--- src/rtl/core/tfs_pkg.sv ---
// Package with types and constants of the triplet field smearing block.
`default_nettype none
package tfs_pkg;

  localparam int LINK_W          = 18;
  localparam int TRIP_W          = 32;
  localparam int SUM_W           = 48;
  localparam int CNT_W           = 4;
  localparam int P_W             = 36;
  localparam int VSUM_W          = 38;
  localparam int MAT_W           = 22;
  localparam int PROD_W          = MAT_W + TRIP_W;
  localparam int ACC_W           = 56;
  localparam int RND_W           = ACC_W - 16;
  localparam int SSUM_W          = 50;
  localparam int DIV_W           = 48;
  localparam int DEN_W           = 5;
  localparam int IN_DATA_W       = 168;
  localparam int OUT_DATA_W      = 96;
  localparam int DEFAULT_MAX_DIM = 4;
  localparam int NPROD           = 10;

  typedef enum logic [1:0] {
    CMD_CENTER = 2'd0,
    CMD_FWD    = 2'd1,
    CMD_BWD    = 2'd2,
    CMD_NONE   = 2'd3
  } cmd_t;

  typedef enum logic [2:0] {
    B_IDLE,
    B_PROD,
    B_FORM,
    B_DOT,
    B_DIV,
    B_OUT
  } bstate_t;

  typedef struct packed {
    cmd_t                     kind;
    logic                     last;
    logic signed [LINK_W-1:0] ua;
    logic signed [LINK_W-1:0] ub;
    logic signed [LINK_W-1:0] uc;
    logic signed [LINK_W-1:0] ud;
    logic signed [TRIP_W-1:0] tx;
    logic signed [TRIP_W-1:0] ty;
    logic signed [TRIP_W-1:0] tz;
  } item_t;

  typedef struct packed {
    logic  vld;
    item_t item;
  } q_out_t;

  typedef struct packed {
    logic             start;
    logic [DIV_W-1:0] num;
    logic [DEN_W-1:0] den;
  } div_req_t;

  typedef struct packed {
    logic             done;
    logic [DIV_W-1:0] quo;
  } div_rsp_t;

  // Link component pairs multiplied in order: p00 p11 p22 p33 p12 p03 p13 p02 p01 p23.
  localparam logic [1:0] PROD_I [NPROD] = '{2'd0, 2'd1, 2'd2, 2'd3, 2'd1,
                                            2'd0, 2'd1, 2'd0, 2'd0, 2'd2};
  localparam logic [1:0] PROD_J [NPROD] = '{2'd0, 2'd1, 2'd2, 2'd3, 2'd2,
                                            2'd3, 2'd3, 2'd2, 2'd1, 2'd3};

endpackage
`default_nettype wire

--- src/rtl/core/tfs_front.sv ---
// Front end: accepts input transactions, classifies them and queues them.
`default_nettype none
module tfs_front import tfs_pkg::*; (
  input  wire logic                 clk,
  input  wire logic                 rst_n,
  input  wire logic                 in_tvalid,
  output logic                      in_tready,
  input  wire logic [IN_DATA_W-1:0] in_tdata,  // link_a, link_b, link_c, link_d, trip_x, trip_y, trip_z
  input  wire logic [1:0]           in_tuser,  // command
  input  wire logic                 in_tlast,
  input  wire logic                 pop,
  output q_out_t                    q
);

  item_t      mem_r [2];
  logic       wr_ptr_r, wr_ptr_nxt;
  logic       rd_ptr_r, rd_ptr_nxt;
  logic [1:0] cnt_r, cnt_nxt;
  logic       push;
  item_t      item_in;

  assign in_tready = (cnt_r != 2'd2);
  assign push      = in_tvalid && in_tready;

  always_comb begin
    item_in.kind = cmd_t'(in_tuser);
    item_in.last = in_tlast;
    item_in.ua   = in_tdata[17:0];
    item_in.ub   = in_tdata[35:18];
    item_in.uc   = in_tdata[53:36];
    item_in.ud   = in_tdata[71:54];
    item_in.tx   = in_tdata[103:72];
    item_in.ty   = in_tdata[135:104];
    item_in.tz   = in_tdata[167:136];
  end

  always_comb begin
    wr_ptr_nxt = push ? ~wr_ptr_r : wr_ptr_r;
    rd_ptr_nxt = pop ? ~rd_ptr_r : rd_ptr_r;
    cnt_nxt    = cnt_r;
    if (push && !pop) begin
      cnt_nxt = cnt_r + 2'd1;
    end else if (!push && pop) begin
      cnt_nxt = cnt_r - 2'd1;
    end
  end

  always_ff @(posedge clk) begin
    if (!rst_n) begin
      wr_ptr_r <= 1'b0;
      rd_ptr_r <= 1'b0;
      cnt_r    <= 2'd0;
    end else begin
      wr_ptr_r <= wr_ptr_nxt;
      rd_ptr_r <= rd_ptr_nxt;
      cnt_r    <= cnt_nxt;
    end
  end

  always_ff @(posedge clk) begin
    if (push) begin
      mem_r[wr_ptr_r] <= item_in;
    end
  end

  assign q.vld  = (cnt_r != 2'd0);
  assign q.item = mem_r[rd_ptr_r];

endmodule
`default_nettype wire

--- config.mk ---
export PLATFORM = sky130hd
export DESIGN_NAME = tfs_front
export DESIGN_NICKNAME = d
export VERILOG_FILES = /design/src/rtl/core/tfs_pkg.sv /design/src/rtl/core/tfs_front.sv
export SDC_FILE = /design/constraint.sdc
export NUM_CORES = 1
export LEC_CHECK = 0
export ABC_AREA = 1
export ABC_CLOCK_PERIOD_IN_PS = 23400
export BUFFER_PORTS_ARGS = -buffer_cell sky130_fd_sc_hd__buf_4
export CORE_MARGIN = 10
export CORE_UTILIZATION = 58
export CTS_BUF_LIST = sky130_fd_sc_hd__clkbuf_4 sky130_fd_sc_hd__clkbuf_8
export CTS_CLUSTER_SIZE = 16
export DETAILED_ROUTE_END_ITERATION = 12
export PLACE_DENSITY = 0.87
export SYNTH_ARGS = -nofsm -noshare
export SYNTH_HDL_FRONTEND = slang
export SYNTH_SLANG_ARGS = --single-unit
export TNS_END_PERCENT = 1
--- constraint.sdc ---
create_clock -name clk -period 23.4 [get_ports clk]
set_input_delay 7.02 -clock clk [delete_from_list [all_inputs] [get_ports clk]]
set_output_delay 7.02 -clock clk [all_outputs]
set_load 0.02 [all_outputs]
* Word level (Yosys, flattened, before mapping)
Memories as Yosys holds them, arrays and structs flattened. A register that Yosys moved wholly into a read port is not among the register bits.
Cells that the tools add are included.
** Operators by class
- Add/sub/neg operators :: 2
- Multipliers :: 0
- Div/mod/pow operators :: 0
- Order comparisons :: 0
- Eq/ne operators :: 1
- Shifts and indexed selects :: 0
- Muxes and demuxes :: 6
- Bitwise operators :: 2
- Reductions and logical operators :: 7
** Operators by type and width (count)
- $mux W1 :: 4
- $mux W2 :: 2
- $reduce_bool A2 Y1 :: 2
- $logic_and A1 B1 Y1 :: 3
- $add A2 B1 Y2 const B :: 1
- $logic_not A1 Y1 :: 2
- $ne A2 B2 Y1 const B :: 1
- $not A1 Y1 :: 2
- $sub A2 B1 Y2 const B :: 1
** Word-level totals
- Flip-flop bits (word level) :: 4
- Latch bits :: 0
- RAM bits :: 342
- ROM bits :: 0
- Input port bits :: 175
- Output and inout port bits :: 173
- Word-level logic and storage cells :: 22
- Memories kept :: 1
** Memory list
- mem_r :: depth 2, width 171, read ports 1, clocked after Yosys merged registers in 1, wr ports 1, RTL line tfs_front.sv:15 : item_t mem_r [2];

* Logic depth before layout (Yosys ltp)
- Depth in word-level cells :: 6
- Mapped depth :: 11

* Worst setup path before layout
Ideal clock, no wire load.
- Path kind :: input to register
- Start point :: input port in_tvalid
- End point :: memory mem_r[0][0] (netlist bit), enable pin
- Data arrival time :: 14212 ps
- Setup slack :: 8484 ps
- Stages on the path :: 2
- Buffers on the path :: 0
- Cell sequence :: nand2_1 > nor2_1
** Between the ends
- Longest elaborated chain between the ends :: 3
** RTL lines
- from (decl) :: RTL line tfs_front.sv:6 : input wire logic in_tvalid,
- $logic_and A1 B1 Y1 :: RTL line tfs_front.sv:23 : assign push = in_tvalid && in_tready;
- $mux W1 :: RTL line tfs_front.sv:61 : if (push) begin
- $mux W1 (not written as such) :: RTL line tfs_front.sv:62 : mem_r[wr_ptr_r] <= item_in;
- to (decl) :: RTL line tfs_front.sv:15
No other way between the ends.

==> results.ini <==
[drt]
dr.pass1.iters = 5
antenna_left = 0
vias = 6773
wl_met3_microns = 3456
highest_layer = met4
routedLengthMet1_microns = 10690
routedWlPerCell_microns = 23.58
routed_wl_microns = 30230
drtIter0Drc = 529
routed_via_density = 5.283
met2_length_microns = 15210
route.detailed.drc = 0

[floorplanning]
die_w_microns = 169.3
start_util_pct = 59.06
ios = 348
die_y_microns = 169.3
die_area_sq_um = 28670
core.rowCount = 54
core_area_sq_um = 21890

[worst_hold_path]
min_to = rd_ptr_r
min_path_cells = 2
hold_class = reg2reg
worstHoldStart = rd_ptr_r

[sta]
rsz0062_at_grt = no
setup_tns_ns = 0
max_freq_mhz = 92.53
slew_violations = 0
finClkSkew_ns = 0.01327
report.final.setup_viol = 0
hold_viol_final = 0
tightest_slew_ns = 1.046
min_period_ns = 10.81
max_slew_margin_pct = 30.29
post-route-period-util_pct = 46.19

[worst_setup_path]
path_buf_inv = 3
regToRegEndpoint = mem_r[1][119]
critPathCaptureType = output port
cpMostUsedCell = buf_4
critical-path-top-delay-family = buffers and inverters
rr_worst_depth = 6
critPathKind = reg2out
r2r_setup_slack_ns = 20.66
critPathLaunchType = flip-flop
slowest_delay_ns = 1.00
r2r-start = cnt_r[0]
cp.arrival_ns = 3.79
slowest_stage = dfxtp_4
path_cells = buf_4, buf_4, mux2_4, buf_4
critPathMaxFanout = 71
crit_required_ns = 16.38

[synthesis]
synth_nets = 744
ys_types = 14
yosysSeqAreaShare_pct = 80.20
synth.cell_area_sq_um = 12930
synth-seq-cells = 347
ys.flop_type = edfxtp_1
synth-edff-count = 342
yosys_warnings = 0
syn_inst = 568
avgSynthCellArea_sq_um = 22.76
ys_async_sr_fraction_pct = 0

[power_and_ir_drop]
power_density_nw_per_um2 = 87.78
power_frac_seq_pct = 51.3
p_leak_nw = 6.576
swShare_pct = 24.00
power.switching_w = 0.0003554
p_comb_share_pct = 15.4
power_frac_clock_pct = 33.3
peakVddDrop_v = 0.00008833
internal-power_w = 0.001126
fin_total_pwr_w = 0.001481

[clock_tree]
cts_resized = 0
cts_tree = yes
cts_buffers = 53
post_cts_buffers = 0
path_clk_slew_ns = 0.06
clock-root-buffer = clkbuf_8
clockBufferDepth = 3
clock_latency_ns = 0.55
cts.sinks = 347
htree_num_levels = 2
cts_hold_buf = 0

[global_route]
grt_pass1_vias = 7282
grt_usage_pct = 20.26
overflow = 0
antenna_found_initial = 2
grt_max_degree = 72
grt_pass1_wl_microns = 44290

[final_layout]
finalNetCount = 1135
finalNonFillerCells = 1282
area_growth_pct = 30.49
layout_commonest_cell = buf_4
drive_gt1_share_pct = 61.20
layout_common_cells = buf_4 (355), edfxtp_1 (342), mux2_4 (90)

[placement]
dp_hpwl_microns = 21390
gp_congestion = 0.8118
place_inst = 1184
portBuffers = 347

[run]
maxCapViolations = 0

[outcome]
status = completed

power by group through the flow:
stage / sequential, W / clock (W) / combinational, W
floorplan: 0.000777 / 0 / 0.000132
global placement: 0.000770 / 0 / 0.000225
detailed placement: 0.000773 / 0 / 0.000230
CTS: 0.000761 / 0.000505 / 0.000231
global route: 0.000764 / 0.000530 / 0.000242
finish: 0.000760 / 0.000493 / 0.000228
how the worst max path moves through the flow:
stage / depth (start not counted) / to / from / slack [ns]
final: 4 / q[76] / flip-flop / 12.59
after global routing: 4 / q[119] / flip-flop / 12.32
after CTS: 4 / q[119] / flip-flop / 12.49
after detailed placement: 4 / q[119] / flip-flop / 13.09
after global placement: 4 / q[77] / flip-flop / 13.11
after floorplan: 2 / mem_r[0][0] / in_tvalid / 8.48
worst register-to-register path, delay by kind of cell (launching register included):
family                 cells  cell delay, ns
buffers and inverters      3            1.29
AND/OR/NAND/NOR            3            0.70
flip-flops                 1            0.32
final cells by class:
class	count	area (sq um)
multi-input combinational	194	2381
tap	280	350.3
timing repair buffer	355	2665
clock buffer	75	925.9
fill	1178	5019
inverter	8	30.03
antenna	2	5.005
clock inverter	21	141.4
sequential	347	10370
per-layer routing:
metal | vias up | global-route usage, %
li1 | 3037 | -
met1 | 3312 | 22.94
met2 | 370 | 33.75
met3 | 54 | 8.360
met4 | 0 | 7.692
met5 | - | 0
cell families (layout without fill, tap and decap cells):
logic type	count (synthesis)	in the layout	synth area share, %
buffers and inverters	27	459	1.500
muxes	171	171	17.51
AOI/OAI and AO/OA	3	3	0.1161
DFF	347	347	80.20
adders and majority gates	1	1	0.09675
and+or+nand+nor	19	19	0.5806
other	0	2	0
metrics by stage:
stage	hold slack, ns	util (%)	setup slack [ns]	cell area [sq um]
2_1_floorplan	0.4635	-	8.484	12930
3_3_place_gp	0.4747	72.18	13.11	15800
3_5_place_dp	0.5033	72.18	13.09	15800
4_1_cts	0.5225	77.05	12.49	16870
5_1_grt	0.5533	77.06	12.32	16870
6_report	0.5191	77.07	12.59	16870
registers in the layout, summed over array words and instances (netlist names), named ones only:
register and flops:
cnt_r 2, mem_r 342, wr_ptr_r 1, rd_ptr_r 1
synth_stat cells, types with 2 or more instances:
cell type    n  area [sq um]
buf_2        8         40.04
buf_6       11         123.9
dfxtp_1      5         100.1
edfxtp_1   342         10270
inv_1        8         30.03
mux2_2      81         912.1
mux2_4      90          1351
nand2_1      9         33.78
nor2_1       8         30.03
o21ai_0      2         10.01
No activity file was read; power rests on OpenSTA's default activity.
