==> config.mk <==
export PLATFORM = sky130hd
export DESIGN_NAME = tfs_div
export DESIGN_NICKNAME = d
export VERILOG_FILES = /design/src/rtl/core/tfs_pkg.sv /design/src/rtl/core/tfs_div.sv
export SDC_FILE = /design/constraint.sdc
export NUM_CORES = 1
export LEC_CHECK = 0
export ABC_AREA = 1
export BUFFER_PORTS_ARGS = -buffer_cell sky130_fd_sc_hd__buf_2
export CORE_MARGIN = 2
export CORE_UTILIZATION = 50
export DETAILED_ROUTE_END_ITERATION = 8
export PLACE_DENSITY = 0.87
export SETUP_SLACK_MARGIN = 0.3
export SYNTH_ARGS = -nofsm -noshare
export SYNTH_HDL_FRONTEND = slang
export SYNTH_SLANG_ARGS = --single-unit
==> constraint.sdc <==
create_clock -name clk -period 2.9 [get_ports clk]
set_input_delay 0.29 -clock clk [delete_from_list [all_inputs] [get_ports clk]]
set_output_delay 0.29 -clock clk [all_outputs]
set_load 0.01 [all_outputs]
==> src/rtl/core/tfs_pkg.sv <==
// Package with types and constants of the triplet field smearing block.
`default_nettype none
package tfs_pkg;

  localparam int LINK_W          = 18;
  localparam int TRIP_W          = 32;
  localparam int SUM_W           = 48;
  localparam int CNT_W           = 4;
  localparam int P_W             = 36;
  localparam int VSUM_W          = 38;
  localparam int MAT_W           = 22;
  localparam int PROD_W          = MAT_W + TRIP_W;
  localparam int ACC_W           = 56;
  localparam int RND_W           = ACC_W - 16;
  localparam int SSUM_W          = 50;
  localparam int DIV_W           = 48;
  localparam int DEN_W           = 5;
  localparam int IN_DATA_W       = 168;
  localparam int OUT_DATA_W      = 96;
  localparam int DEFAULT_MAX_DIM = 4;
  localparam int NPROD           = 10;

  typedef enum logic [1:0] {
    CMD_CENTER = 2'd0,
    CMD_FWD    = 2'd1,
    CMD_BWD    = 2'd2,
    CMD_NONE   = 2'd3
  } cmd_t;

  typedef enum logic [2:0] {
    B_IDLE,
    B_PROD,
    B_FORM,
    B_DOT,
    B_DIV,
    B_OUT
  } bstate_t;

  typedef struct packed {
    cmd_t                     kind;
    logic                     last;
    logic signed [LINK_W-1:0] ua;
    logic signed [LINK_W-1:0] ub;
    logic signed [LINK_W-1:0] uc;
    logic signed [LINK_W-1:0] ud;
    logic signed [TRIP_W-1:0] tx;
    logic signed [TRIP_W-1:0] ty;
    logic signed [TRIP_W-1:0] tz;
  } item_t;

  typedef struct packed {
    logic  vld;
    item_t item;
  } q_out_t;

  typedef struct packed {
    logic             start;
    logic [DIV_W-1:0] num;
    logic [DEN_W-1:0] den;
  } div_req_t;

  typedef struct packed {
    logic             done;
    logic [DIV_W-1:0] quo;
  } div_rsp_t;

  // Link component pairs multiplied in order: p00 p11 p22 p33 p12 p03 p13 p02 p01 p23.
  localparam logic [1:0] PROD_I [NPROD] = '{2'd0, 2'd1, 2'd2, 2'd3, 2'd1,
                                            2'd0, 2'd1, 2'd0, 2'd0, 2'd2};
  localparam logic [1:0] PROD_J [NPROD] = '{2'd0, 2'd1, 2'd2, 2'd3, 2'd2,
                                            2'd3, 2'd3, 2'd2, 2'd1, 2'd3};

endpackage
`default_nettype wire

==> src/rtl/core/tfs_div.sv <==
// Restoring divider that produces one quotient bit per cycle.
`default_nettype none
module tfs_div import tfs_pkg::*; (
  input  wire logic     clk,
  input  wire logic     rst_n,
  input  wire div_req_t req,
  output div_rsp_t      rsp
);

  localparam int CTR_W = $clog2(DIV_W);

  logic             busy_r, busy_nxt;
  logic             done_r, done_nxt;
  logic [CTR_W-1:0] ctr_r, ctr_nxt;
  logic [DIV_W-1:0] num_r, num_nxt;
  logic [DEN_W-1:0] den_r, den_nxt;
  logic [DEN_W-1:0] rem_r, rem_nxt;
  logic [DEN_W:0]   trial;
  logic [DEN_W:0]   diff;
  logic             ge;

  assign trial = {rem_r, num_r[DIV_W-1]};
  assign ge    = (trial >= {1'b0, den_r});
  assign diff  = trial - {1'b0, den_r};

  always_comb begin
    busy_nxt = busy_r;
    done_nxt = 1'b0;
    ctr_nxt  = ctr_r;
    num_nxt  = num_r;
    den_nxt  = den_r;
    rem_nxt  = rem_r;
    if (busy_r) begin
      rem_nxt = ge ? diff[DEN_W-1:0] : trial[DEN_W-1:0];
      num_nxt = {num_r[DIV_W-2:0], ge};
      ctr_nxt = ctr_r - CTR_W'(1);
      if (ctr_r == '0) begin
        busy_nxt = 1'b0;
        done_nxt = 1'b1;
      end
    end else if (req.start) begin
      busy_nxt = 1'b1;
      ctr_nxt  = CTR_W'(DIV_W - 1);
      num_nxt  = req.num;
      den_nxt  = req.den;
      rem_nxt  = '0;
    end
  end

  always_ff @(posedge clk) begin
    if (!rst_n) begin
      busy_r <= 1'b0;
      done_r <= 1'b0;
    end else begin
      busy_r <= busy_nxt;
      done_r <= done_nxt;
    end
  end

  always_ff @(posedge clk) begin
    ctr_r <= ctr_nxt;
    num_r <= num_nxt;
    den_r <= den_nxt;
    rem_r <= rem_nxt;
  end

  assign rsp.done = done_r;
  assign rsp.quo  = num_r;

endmodule
`default_nettype wire

* Word level (Yosys, flattened, before mapping)
Cells that the tools add are included.
** Word-level totals
- Bits in latches :: 0
- Memories kept :: 0
- ROM bits :: 0
- Memory bits (writable) :: 0
- Logic and storage cells :: 25
- Input bits :: 56
- Register bits after elaboration :: 66
** Cells by class
- Shifts and indexed selects :: 0
- Multiply operators :: 0
- Div/mod/pow operators :: 0
- Reduce and logical (&&, ||, !) cells :: 4
- Muxes and demuxes :: 11
- Equal/unequal tests :: 0
- $add $sub $neg :: 2
- Bitwise gates (word level) :: 1
- Magnitude comparators :: 1
** Operators by type and width (number)
- two-way mux 48 bit :: 2
- two-way mux 5 bit :: 3
- two-way mux 6 bit :: 2
- >= comparator 6 x 5 -> 1 bit :: 1
- logical NOT 6 bit :: 1
- subtractor 6 x 1 -> 6 bit (second input constant) :: 1
- subtractor 5 bit :: 1
- two-way mux 1 bit :: 4
- AND reduction 2 bit :: 2
- nonzero test 2 bit :: 1
- inverter 1 bit :: 1

* Logic depth before layout (Yosys ltp)
Gate-level depths: netlist of the first run.
- Depth in word-level cells :: 3
- Gate-level depth with buffers :: 11

* Worst setup path before layout of the first run
Ideal clock, no wire load.
- Kind :: flip-flop to flip-flop
- Start :: reg busy_r
- End :: reg ctr_r[0], enable pin
- Setup time :: 0.419 ns
- Path buffers :: 0
- Slack :: 0.777 ns
- Arrival :: 1.704 ns
- Stages on the path, launching flop included :: 3
- Cells stage by stage :: dfxtp_1 inv_2 nand2_1
** Between the ends
- Longest elaborated chain between the ends :: 1
** RTL lines
- from (decl) :: RTL line tfs_div.sv:12 : logic busy_r, busy_nxt;
- from (signal assigned) :: RTL line tfs_div.sv:55 : busy_r <= busy_nxt;
- nonzero test 2 bit (no line)
- to (signal assigned) :: RTL line tfs_div.sv:61 : ctr_r <= ctr_nxt;
- to (decl) :: RTL line tfs_div.sv:14 : logic [CTR_W-1:0] ctr_r, ctr_nxt;
No other way between the ends.
A chain may end at the register's enable or synchronous reset.

* Worst setup path after layout of the first run
- Start :: reg num_r[47]
- End :: reg num_r[0] (data pin)
** Between the ends
- Longest elaborated chain between the ends :: 2
** RTL lines
- from (decl) :: RTL line tfs_div.sv:15 : logic [DIV_W-1:0] num_r, num_nxt;
- from (signal assigned) :: RTL line tfs_div.sv:62 : num_r <= num_nxt;
- >= comparator 6 x 5 -> 1 bit :: RTL line tfs_div.sv:23 : assign ge = (trial >= {1'b0, den_r});
- two-way mux 48 bit :: RTL line tfs_div.sv:33 : if (busy_r) begin
- net num_nxt[0] :: RTL line tfs_div.sv:15
The timed path passes the listed nets, and every way through them passes these cells.

==> out/results.tsv, run 1 <==
metric	value	unit
status	finished, final reports clean	
Worst path most repeated cell	inv_1	
Layout area overhead	24.4	%
slowest stage delay, CP	0.39	ns
Initial DRC Count	149	
most common cell in the synthesized netlist	nand2_1	
switch share	28.1	%
antenna-violating nets left	0	
Seq pwr share	53.9	%
H-tree levels	3	
Final Power	2.26	mW
CP max-delay cell	fa_1	
cell area after synthesis	3070	um2
Via Count	2462	
Power Internal	1.62	mW
crit path buf inv count	3	
die area	6770	um2
hpwl dp	4360	um
DRC viols	0	
Top Family by Delay on Critical Path	adder cells	
syn_nets	380	
Congestion Overflow GR	0	
Yosys cell types	26	
final WL	6500	um
type of the worst min-delay path	input pin to flop	
Synth area leaders	edfxtp_1 (63%), nand2_1 (20%), ha_1 (2.9%)	
share of cells above drive strength 1	29.8	%
TritonCTS buffer count	9	
fin util	64.4	%
Detailed Routing Iterations Pass 1	4	
Slew Limit Fails	0	
setup violators final	0	
die height	82.3	um
final worst-path cycle share	64.7	%
Yosys top cell area share	62.7	%
Max VDD drop	0.000411	V
critical path cell sequence	inv_1 -> ha_1 -> inv_1 -> fa_1 -> nand2_1 -> nand2_2 -> nand3_4 -> inv_2 -> nor2_1 -> o21ai_1	
post-CTS setup buffers	0	
Post-synth top flop	edfxtp_1	
final instance area	3810	um2
core area	5920	um2
Post-synth ARST share	0	%
n_diodes	0	
synth warn	0	
Commonest cells post-synth	nand2_1 (162), edfxtp_1 (64), inv_1 (21)	
post_cts resized	0	
Leakage	1.90	nW
Hold Fails Final Rpt	0	
CP Launch Type	flop	
PortBufs	104	
clock share of power	27.4	%
Total GRT Usage	19.7	%
# clock sinks	66	
Comb pwr share	18.7	%
worst-margin pin slew	0.653	ns
unrepaired setup endpoints after global routing	no	
register bit total from synthesis	66	
clk_skew	0.00512	ns
sw power	0.633	mW
Root Driver	clkbuf_8	
Avg Inst Size Synth	9.70	um2
Final #Nets	486	
CP arrival	1.93	ns
Power per Cell Area	592	nW/um2
Worst Path Max Fanout	9	
WS Path Type	flop to flop	
antenna violations before repair	0	
Final min period	1.88	ns
Setup TNS	0	ns
largest net degree at the start of global routing	57	
filler instances	514	
Mapped Cells	316	
Max Cap Viol	0	
GP Congestion	0.786	
vias in the first global route	2221	
Ports	105	
CP endpoint kind	flop	
# rows	28	
Die Width	82.3	um
Hold WS	0.141	ns
Max Freq	533	MHz
CTS tree	yes	
Worst slew margin	56.3	%
Starting Density	51.8	%
worst path required time	2.95	ns
Clk Latency, worst-skew pair	0.32	ns
post-synthesis sequential area ratio	64.0	%
DP Area	3660	um2
Worst-path clk slew	0.07	ns
dominant cell type by area after synthesis	edfxtp_1	
DR WL/cell	13.0	um
EDFF count, synth	64	
drt via density	4.91	
CTS max path bufs	2	
first-pass GRT wire length	9970	um
Post-CTS Hold Buffers	0	
sequential cells by signal (all words and copies together), names as in the netlist:
name and cells:
ctr_r 6, done_r 1, num_r 48, den_r 5, rem_r 5, busy_r 1
power by group through the flow:
stage / logic, mW / clock network, mW / registers (mW)
final: 0.422 / 0.619 / 1.22
after global routing: 0.474 / 0.676 / 1.23
after CTS: 0.422 / 0.637 / 1.22
after detailed placement: 0.421 / 0 / 1.23
after global placement: 0.405 / 0 / 1.23
after floorplan: 0.220 / 0 / 1.27
metal layers:
| metal | GRT usage, % | share of wire (%) | vias to the layer above |
|---|---|---|---|
| met5 | 0 | 0 | - |
| met4 | 7.50 | 0.91 | 0 |
| met3 | 4.02 | 5.9 | 7 |
| met2 | 32.8 | 49 | 94 |
| met1 | 25.4 | 44 | 1134 |
| li1 | - | - | 1227 |
per-stage QoR:
step                setup slack, ns  cells
floorplan                     0.777    316
CTS                            1.02    501
finish                         1.02    501
global placement               1.12    486
detailed placement             1.02    486
global route                  0.912    501
cell families (layout without fill, tap and decap cells):
| family | Yosys count | count (layout) | synth area share (%) |
|---|---|---|---|
| fa+ha+maj | 8 | 8 | 3.51 |
| simple gates | 194 | 194 | 25.5 |
| compound gates | 12 | 12 | 2.12 |
| buf+inv | 35 | 145 | 4.61 |
| xor+xnor | 1 | 1 | 0.286 |
| flops | 66 | 66 | 64.0 |
layout by cell type (no fill, tap or decap), drive strengths merged:
cell type	Yosys	final
o21ai	4	4
a21oi	6	6
inv	23	23
buf	7	107
a21boi	1	1
xor2	1	1
clkbuf	5	10
nor2	17	17
fa	1	1
clkinvlp	0	1
nand2	163	163
nor3	2	2
nand3	12	12
dfxtp	2	2
edfxtp	64	64
clkinv	0	4
o21a	1	1
ha	7	7
worst paths after layout:
| check | start | endpoint | slack [ns] | cells after the start |
|---|---|---|---|---|
| worst max register to register | num_r[47] | num_r[0] | 1.02 | 10 |
| worst max-delay path | num_r[47] | num_r[0] | 1.02 | 10 |
| worst min register to register | num_r[19] | num_r[20] | 0.55 | 2 |
| worst min-delay path | req[1] | den_r[1] | 0.14 | 1 |
final cells by class:
class	count	area [um2]	area share, %
sequential	66	1960	51.5
multi-input combinational	215	965	25.3
timing repair buffer	107	556	14.6
clock buffer	10	128	3.35
tap	75	93.8	2.46
inverter	23	86.3	2.26
clock inverter	5	22.5	0.591
Note: power is estimated with default switching activity, not from simulation.
==> run 2, diff against run 1 <==
--- a/config.mk
+++ b/config.mk
@@ -8,9 +8,9 @@
 export ABC_AREA = 1
 export BUFFER_PORTS_ARGS = -buffer_cell sky130_fd_sc_hd__buf_2
 export CORE_MARGIN = 2
-export CORE_UTILIZATION = 50
+export CORE_UTILIZATION = 45
 export DETAILED_ROUTE_END_ITERATION = 8
-export PLACE_DENSITY = 0.87
+export PLACE_DENSITY = 0.83
 export SETUP_SLACK_MARGIN = 0.3
 export SYNTH_ARGS = -nofsm -noshare
 export SYNTH_HDL_FRONTEND = slang
==> constraint.sdc (replaced) <==
create_clock -name clk -period 1.5 [get_ports clk]
set_input_delay 0.15 -clock clk [delete_from_list [all_inputs] [get_ports clk]]
set_output_delay 0.15 -clock clk [all_outputs]
set_load 0.01 [all_outputs]
==> out/results.tsv, run 2 (synthesis results as in run 1) <==
metric	value	unit	change
status	finished, violations left		was finished, final reports clean
worst setup margin	-0.333	ns	was 1.02 ns
setup violators final	6		was 0
Detailed Routing Iterations Pass 1	5		was 4
Max Freq	546	MHz	was 533 MHz
vias in the first global route	2438		was 2221
drt via density	4.87		was 4.91
Worst path most repeated cell	inv_2		was inv_1
Largest regs	num_r x48, ctr_r x6		unchanged
Final #Nets	504		was 486
worst-margin pin slew	0.471	ns	was 0.653 ns
unrepaired setup endpoints after global routing	yes		was no
Slew Limit Fails	0		unchanged
most common cell after layout, fill and taps aside	nand2_1		unchanged
die area	7490	um2	was 6770 um2
TritonCTS buffer count	9		unchanged
final WL	7180	um	was 6500 um
Die Width	86.5	um	was 82.3 um
critical path cell sequence	inv_2 -> ha_4 -> inv_2 -> fa_2 -> nand2_2 -> nand2_4 -> nand3_4 -> nand3_2 -> nand2_1 -> nor2_1		was inv_1 -> ha_1 -> inv_1 -> fa_1 -> nand2_1 -> nand2_2 -> nand3_4 -> inv_2 -> nor2_1 -> o21ai_1
Worst Path Max Fanout	5		was 9
Layout area overhead	35.9	%	was 24.4%
R2R Setup Slk	-0.33	ns	was 1.02 ns
CTS max path bufs	2		unchanged
most frequent cells in the layout	nand2_1 (159), buf_2 (103), edfxtp_1 (64), inv_1 (16), nor2_1 (13)		was nand2_1 (161), buf_2 (104), edfxtp_1 (64), inv_1 (21), nor2_1 (15)
Congestion Overflow GR	0		unchanged
failing checks	negative setup slack		
antenna-violating nets left	0		unchanged
DR WL/cell	13.7	um	was 13.0 um
DRC viols	0		unchanged
CTS tree	yes		unchanged
Ports	105		unchanged
Max Cap Viol	0		unchanged
type of the worst min-delay path	input pin to flop		unchanged
worst path required time	1.59	ns	was 2.95 ns
Leakage	2.02	nW	was 1.90 nW
Initial DRC Count	118		was 149
Power per Cell Area	1160	nW/um2	was 592 nW/um2
Sequential Area	1970	um2	was 1960 um2
Worst slew margin	68.6	%	was 56.3%
CP endpoint kind	flop		unchanged
n_diodes	0		unchanged
DP Area	3710	um2	was 3660 um2
slowest stage delay, CP	0.43	ns	was 0.39 ns
die height	86.5	um	was 82.3 um
largest net degree at the start of global routing	61		was 57
Hold WS	0.0551	ns	was 0.141 ns
PortBufs	104		unchanged
Layout Cells excl Fill	525		was 501
H-tree levels	3		unchanged
Max VDD drop	0.000629	V	was 0.000411 V
Total GRT Usage	19.0	%	was 19.7%
Clk Latency, worst-skew pair	0.33	ns	was 0.32 ns
max reg flops	48		unchanged
final instance area	4170	um2	was 3810 um2
# clock sinks	66		unchanged
clk_skew	0.00927	ns	was 0.00512 ns
Worst-path clk slew	0.07	ns	about the same
filler instances	529		was 514
Reg with most FFs	num_r		unchanged
Hold Fails Final Rpt	0		unchanged
Setup TNS	-1.86	ns	was 0 ns
CP Launch Type	flop		unchanged
multi-input logic area	1090	um2	was 965 um2
WS Path Type	flop to flop		unchanged
hpwl dp	4410	um	was 4360 um
CP max-delay cell	edfxtp_1		was fa_1
antenna violations before repair	0		unchanged
Via Count	2557		was 2462
Starting Density	45.9	%	was 51.8%
Placed Cells incl. Taps	494		was 486
Root Driver	clkbuf_8		unchanged
first-pass GRT wire length	10900	um	was 9970 um
Final min period	1.83	ns	was 1.88 ns
# rows	30		was 28
GP Congestion	0.842		was 0.786
Top Family by Delay on Critical Path	simple AND/OR/NAND/NOR gates		was adder cells
fin util	62.3	%	was 64.4%
final worst-path cycle share	122	%	was 64.7%
crit path buf inv count	2		was 3
CP arrival	1.92	ns	was 1.93 ns
core area	6680	um2	was 5920 um2
share of cells above drive strength 1	36.9	%	was 29.8%
-- run 2: cell types whose count changed in the layout (fill, tap and decap cells not counted), moves of 3 or more --
cell,change
clkinv_1,-4
buf_6,+3
nand3_2,+5
inv_2,+4
dlygate4sd3_1,+5
ha_4,+3
nand3_1,-5
inv_1,-5
buf_4,+9
ha_1,-3
-- run 2: layout make-up --
cell class                 count  area share [%]
clock buffer                  13            3.81
clock inverter                 3           0.961
inverter                      23            2.13
multi-input combinational    216            26.2
sequential                    66            47.2
tap                           80            2.40
timing repair buffer         124            17.3
-- run 2: what timing repair did --
action                                  4_1_cts  5_1_grt
resized for setup                            10       19
buffers inserted                              5        4
cloned                                        1        0
endpoints found under the hold margin         5        0
pin swaps                                     8        7
hold buffers                                  5        0
endpoints found under the setup margin       23       86
-- run 2: worst paths after layout --
| path | start | to | cells past startpoint |
|---|---|---|---|
| worst max-delay path | num_r[47] | rem_r[0] | 10 |
| worst min-delay path | rst_n | done_r | 3 |
| worst max register to register | num_r[47] | rem_r[0] | 10 |
| worst min register to register | num_r[45] | num_r[46] | 2 |
-- run 2: per-layer routing --
| layer | up-vias | wire [um] | track usage (%) |
|---|---|---|---|
| li1 | 1267 | - | - |
| met1 | 1156 | 3060 | 23.9 |
| met2 | 111 | 3460 | 30.1 |
| met3 | 23 | 448 | 4.29 |
| met4 | 0 | 216 | 11.4 |
| met5 | - | 0 | 0 |
-- run 2: worst reg2reg max path, delay by kind of cell (launching register included) --
family	cells	cell delay [ns]
adders and majority gates	2	0.49
buffers and inverters	2	0.17
DFF	1	0.43
and+or+nand+nor	6	0.51
-- run 2: report_power, final --
| part | total (mW) | internal [mW] | switching (mW) |
|---|---|---|---|
| Sequential | 2.36 | 2.26 | 0.100 |
| Clock | 1.49 | 0.855 | 0.638 |
| Combinational | 0.986 | 0.410 | 0.575 |
| Total | 4.84 | 3.52 | 1.31 |
-- run 2: per-stage QoR --
stage	setup WS (ns)	total power, mW
floorplan	-0.220	2.89
global placement	-0.189	3.20
detailed placement	-0.259	3.24
CTS	-0.262	4.80
global route	-0.406	5.05
finish	-0.333	4.84
==> run 3, diff against run 2 <==
--- a/config.mk
+++ b/config.mk
@@ -11,6 +11,7 @@
 export CORE_UTILIZATION = 45
 export DETAILED_ROUTE_END_ITERATION = 8
 export PLACE_DENSITY = 0.83
+export RECOVER_POWER = 50
 export SETUP_SLACK_MARGIN = 0.3
 export SYNTH_ARGS = -nofsm -noshare
 export SYNTH_HDL_FRONTEND = slang
==> out/results.tsv, run 3 (synthesis results as in run 1) <==
metric	value	unit	change
H-tree levels	3		unchanged
most common cell after layout, fill and taps aside	nand2_1		unchanged
drt via density	4.91		was 4.87
Comb pwr share	20.4	%	about the same
setup violators final	6		unchanged
DR WL/cell	13.8	um	was 13.7 um
CP arrival	1.93	ns	was 1.92 ns
switch share	27.3	%	was 27.2%
sw power	1.32	mW	was 1.31 mW
Power per Cell Area	1160	nW/um2	about the same
Final #Nets	504		unchanged
unrepaired setup endpoints after global routing	yes		unchanged
Final Power	4.85	mW	was 4.84 mW
Layout Cells excl Fill	525		unchanged
clk_skew	0.00941	ns	was 0.00927 ns
DRC viols	0		unchanged
final worst-path cycle share	122	%	about the same
worst path required time	1.59	ns	about the same
Via Count	2579		was 2557
n_diodes	0		unchanged
Leakage	2.02	nW	about the same
share of cells above drive strength 1	36.6	%	was 36.9%
Worst slew margin	67.7	%	was 68.6%
final WL	7220	um	was 7180 um
vias in the first global route	2438		unchanged
WS Path Type	flop to flop		unchanged
Ports	105		unchanged
Congestion Overflow GR	0		unchanged
Placed Cells incl. Taps	494		unchanged
Detailed Routing Iterations Pass 1	5		unchanged
Layout area overhead	35.8	%	was 35.9%
die height	86.5	um	unchanged
TritonCTS buffer count	9		unchanged
most frequent cells in the layout	nand2_1 (159), buf_2 (102), edfxtp_1 (64), inv_1 (16), nor2_1 (13)		was nand2_1 (159), buf_2 (103), edfxtp_1 (64), inv_1 (16), nor2_1 (13)
CP endpoint kind	flop		unchanged
type of the worst min-delay path	input pin to flop		unchanged
clock share of power	31.0	%	was 30.9%
failing checks	negative setup slack		unchanged
largest net degree at the start of global routing	61		unchanged
Die Width	86.5	um	unchanged
antenna-violating nets left	0		unchanged
Worst Path Max Fanout	5		unchanged
status	finished, violations left		unchanged
Max Freq	545	MHz	was 546 MHz
PortBufs	104		unchanged
core area	6680	um2	unchanged
CTS max path bufs	2		unchanged
die area	7490	um2	unchanged
CP Launch Type	flop		unchanged
Slew Limit Fails	0		unchanged
Largest regs	num_r x48, ctr_r x6		unchanged
Reg with most FFs	num_r		unchanged
pre-CTS setup slack	-0.259	ns	unchanged
worst setup margin	-0.334	ns	was -0.333 ns
Total GRT Usage	19.0	%	unchanged
Root Driver	clkbuf_8		unchanged
CTS tree	yes		unchanged
Worst-path clk slew	0.07	ns	about the same
Max Cap Viol	0		unchanged
GP Congestion	0.842		unchanged
antenna violations before repair	0		unchanged
Starting Density	45.9	%	unchanged
max reg flops	48		unchanged
Seq pwr share	48.7	%	was 48.8%
Hold Fails Final Rpt	0		unchanged
# rows	30		unchanged
Initial DRC Count	107		was 118
worst-margin pin slew	0.484	ns	was 0.471 ns
Clk Latency, worst-skew pair	0.33	ns	about the same
Hold WS	0.0517	ns	was 0.0551 ns
Power Internal	3.52	mW	about the same
Max VDD drop	0.000631	V	was 0.000629 V
Final min period	1.83	ns	about the same
first-pass GRT wire length	10900	um	unchanged
hpwl dp	4410	um	unchanged
# clock sinks	66		unchanged
## run 3: changes by cell type in the layout (fill, tap and decap cells not counted), sizes merged
cell | before | now
clkbuf | 13 | 14
buf | 119 | 118
## run 3: power groups by stage
| stage | Clock [mW] | Sequential, mW | Combinational (mW) |
|---|---|---|---|
| after floorplan | 0 | 2.45 | 0.438 |
| after global placement | 0 | 2.38 | 0.816 |
| after detailed placement | 0 | 2.38 | 0.851 |
| after CTS | 1.53 | 2.36 | 0.915 |
| after global routing | 1.58 | 2.38 | 1.09 |
| final | 1.50 | 2.36 | 0.987 |
## run 3: path summary, 6_finish.rpt
kind,from,to,slack [ns],cells after the start
worst max register to register,num_r[47],rem_r[0],-0.33,10
worst min register to register,num_r[45],num_r[46],0.55,2
worst min-delay path,rst_n,done_r,0.05,3
worst max-delay path,num_r[47],rem_r[0],-0.33,10
## run 3: area by class of cell
| cell class | instances | area (um2) |
|---|---|---|
| fillers | 529 | 2520 |
| well taps | 80 | 100 |
| multi-input cells | 216 | 1090 |
| inverters | 23 | 88.8 |
| flip-flops and latches | 66 | 1970 |
| clock inverters | 3 | 40.0 |
| clock buffers | 13 | 159 |
| repair buffers | 124 | 721 |
## run 3: critical path, cell delays in order (launching register included)
cell,delay [ns]
edfxtp_1,0.43
inv_2,0.12
ha_4,0.14
inv_2,0.04
fa_2,0.35
nand2_2,0.09
nand2_4,0.07
nand3_4,0.11
nand3_2,0.10
nand2_1,0.09
nor2_1,0.05
## run 3: through the flow
step                      utilization (%)  TNS [ns]  cell area [um2]
after global placement               55.6     -1.04             3710
after CTS                            60.5     -1.46             4050
after floorplan                         -     -1.19             3090
final                                62.3     -1.89             4160
after detailed placement             55.6     -1.42             3710
after global routing                 62.3     -2.30             4160
## run 3: routing by layer
metal  wire length, um  vias to the layer above  share of wire [%]  global-route usage [%]
li1                  -                     1268                  -                       -
met1              3030                     1175                 42                    23.9
met2              3480                      120                 48                    30.1
met3               544                       16                7.5                    4.29
met4               165                        0                2.3                    11.4
met5                 0                        -                  0                       0
## run 3: repair_timing
action	in CTS	in global routing
setup endpoints to repair	23	86
endpoints found under the hold margin	5	0
gates resized for setup	10	19
hold buffers	5	0
buffers inserted	5	4
gates cloned	1	0
pin swaps	8	7
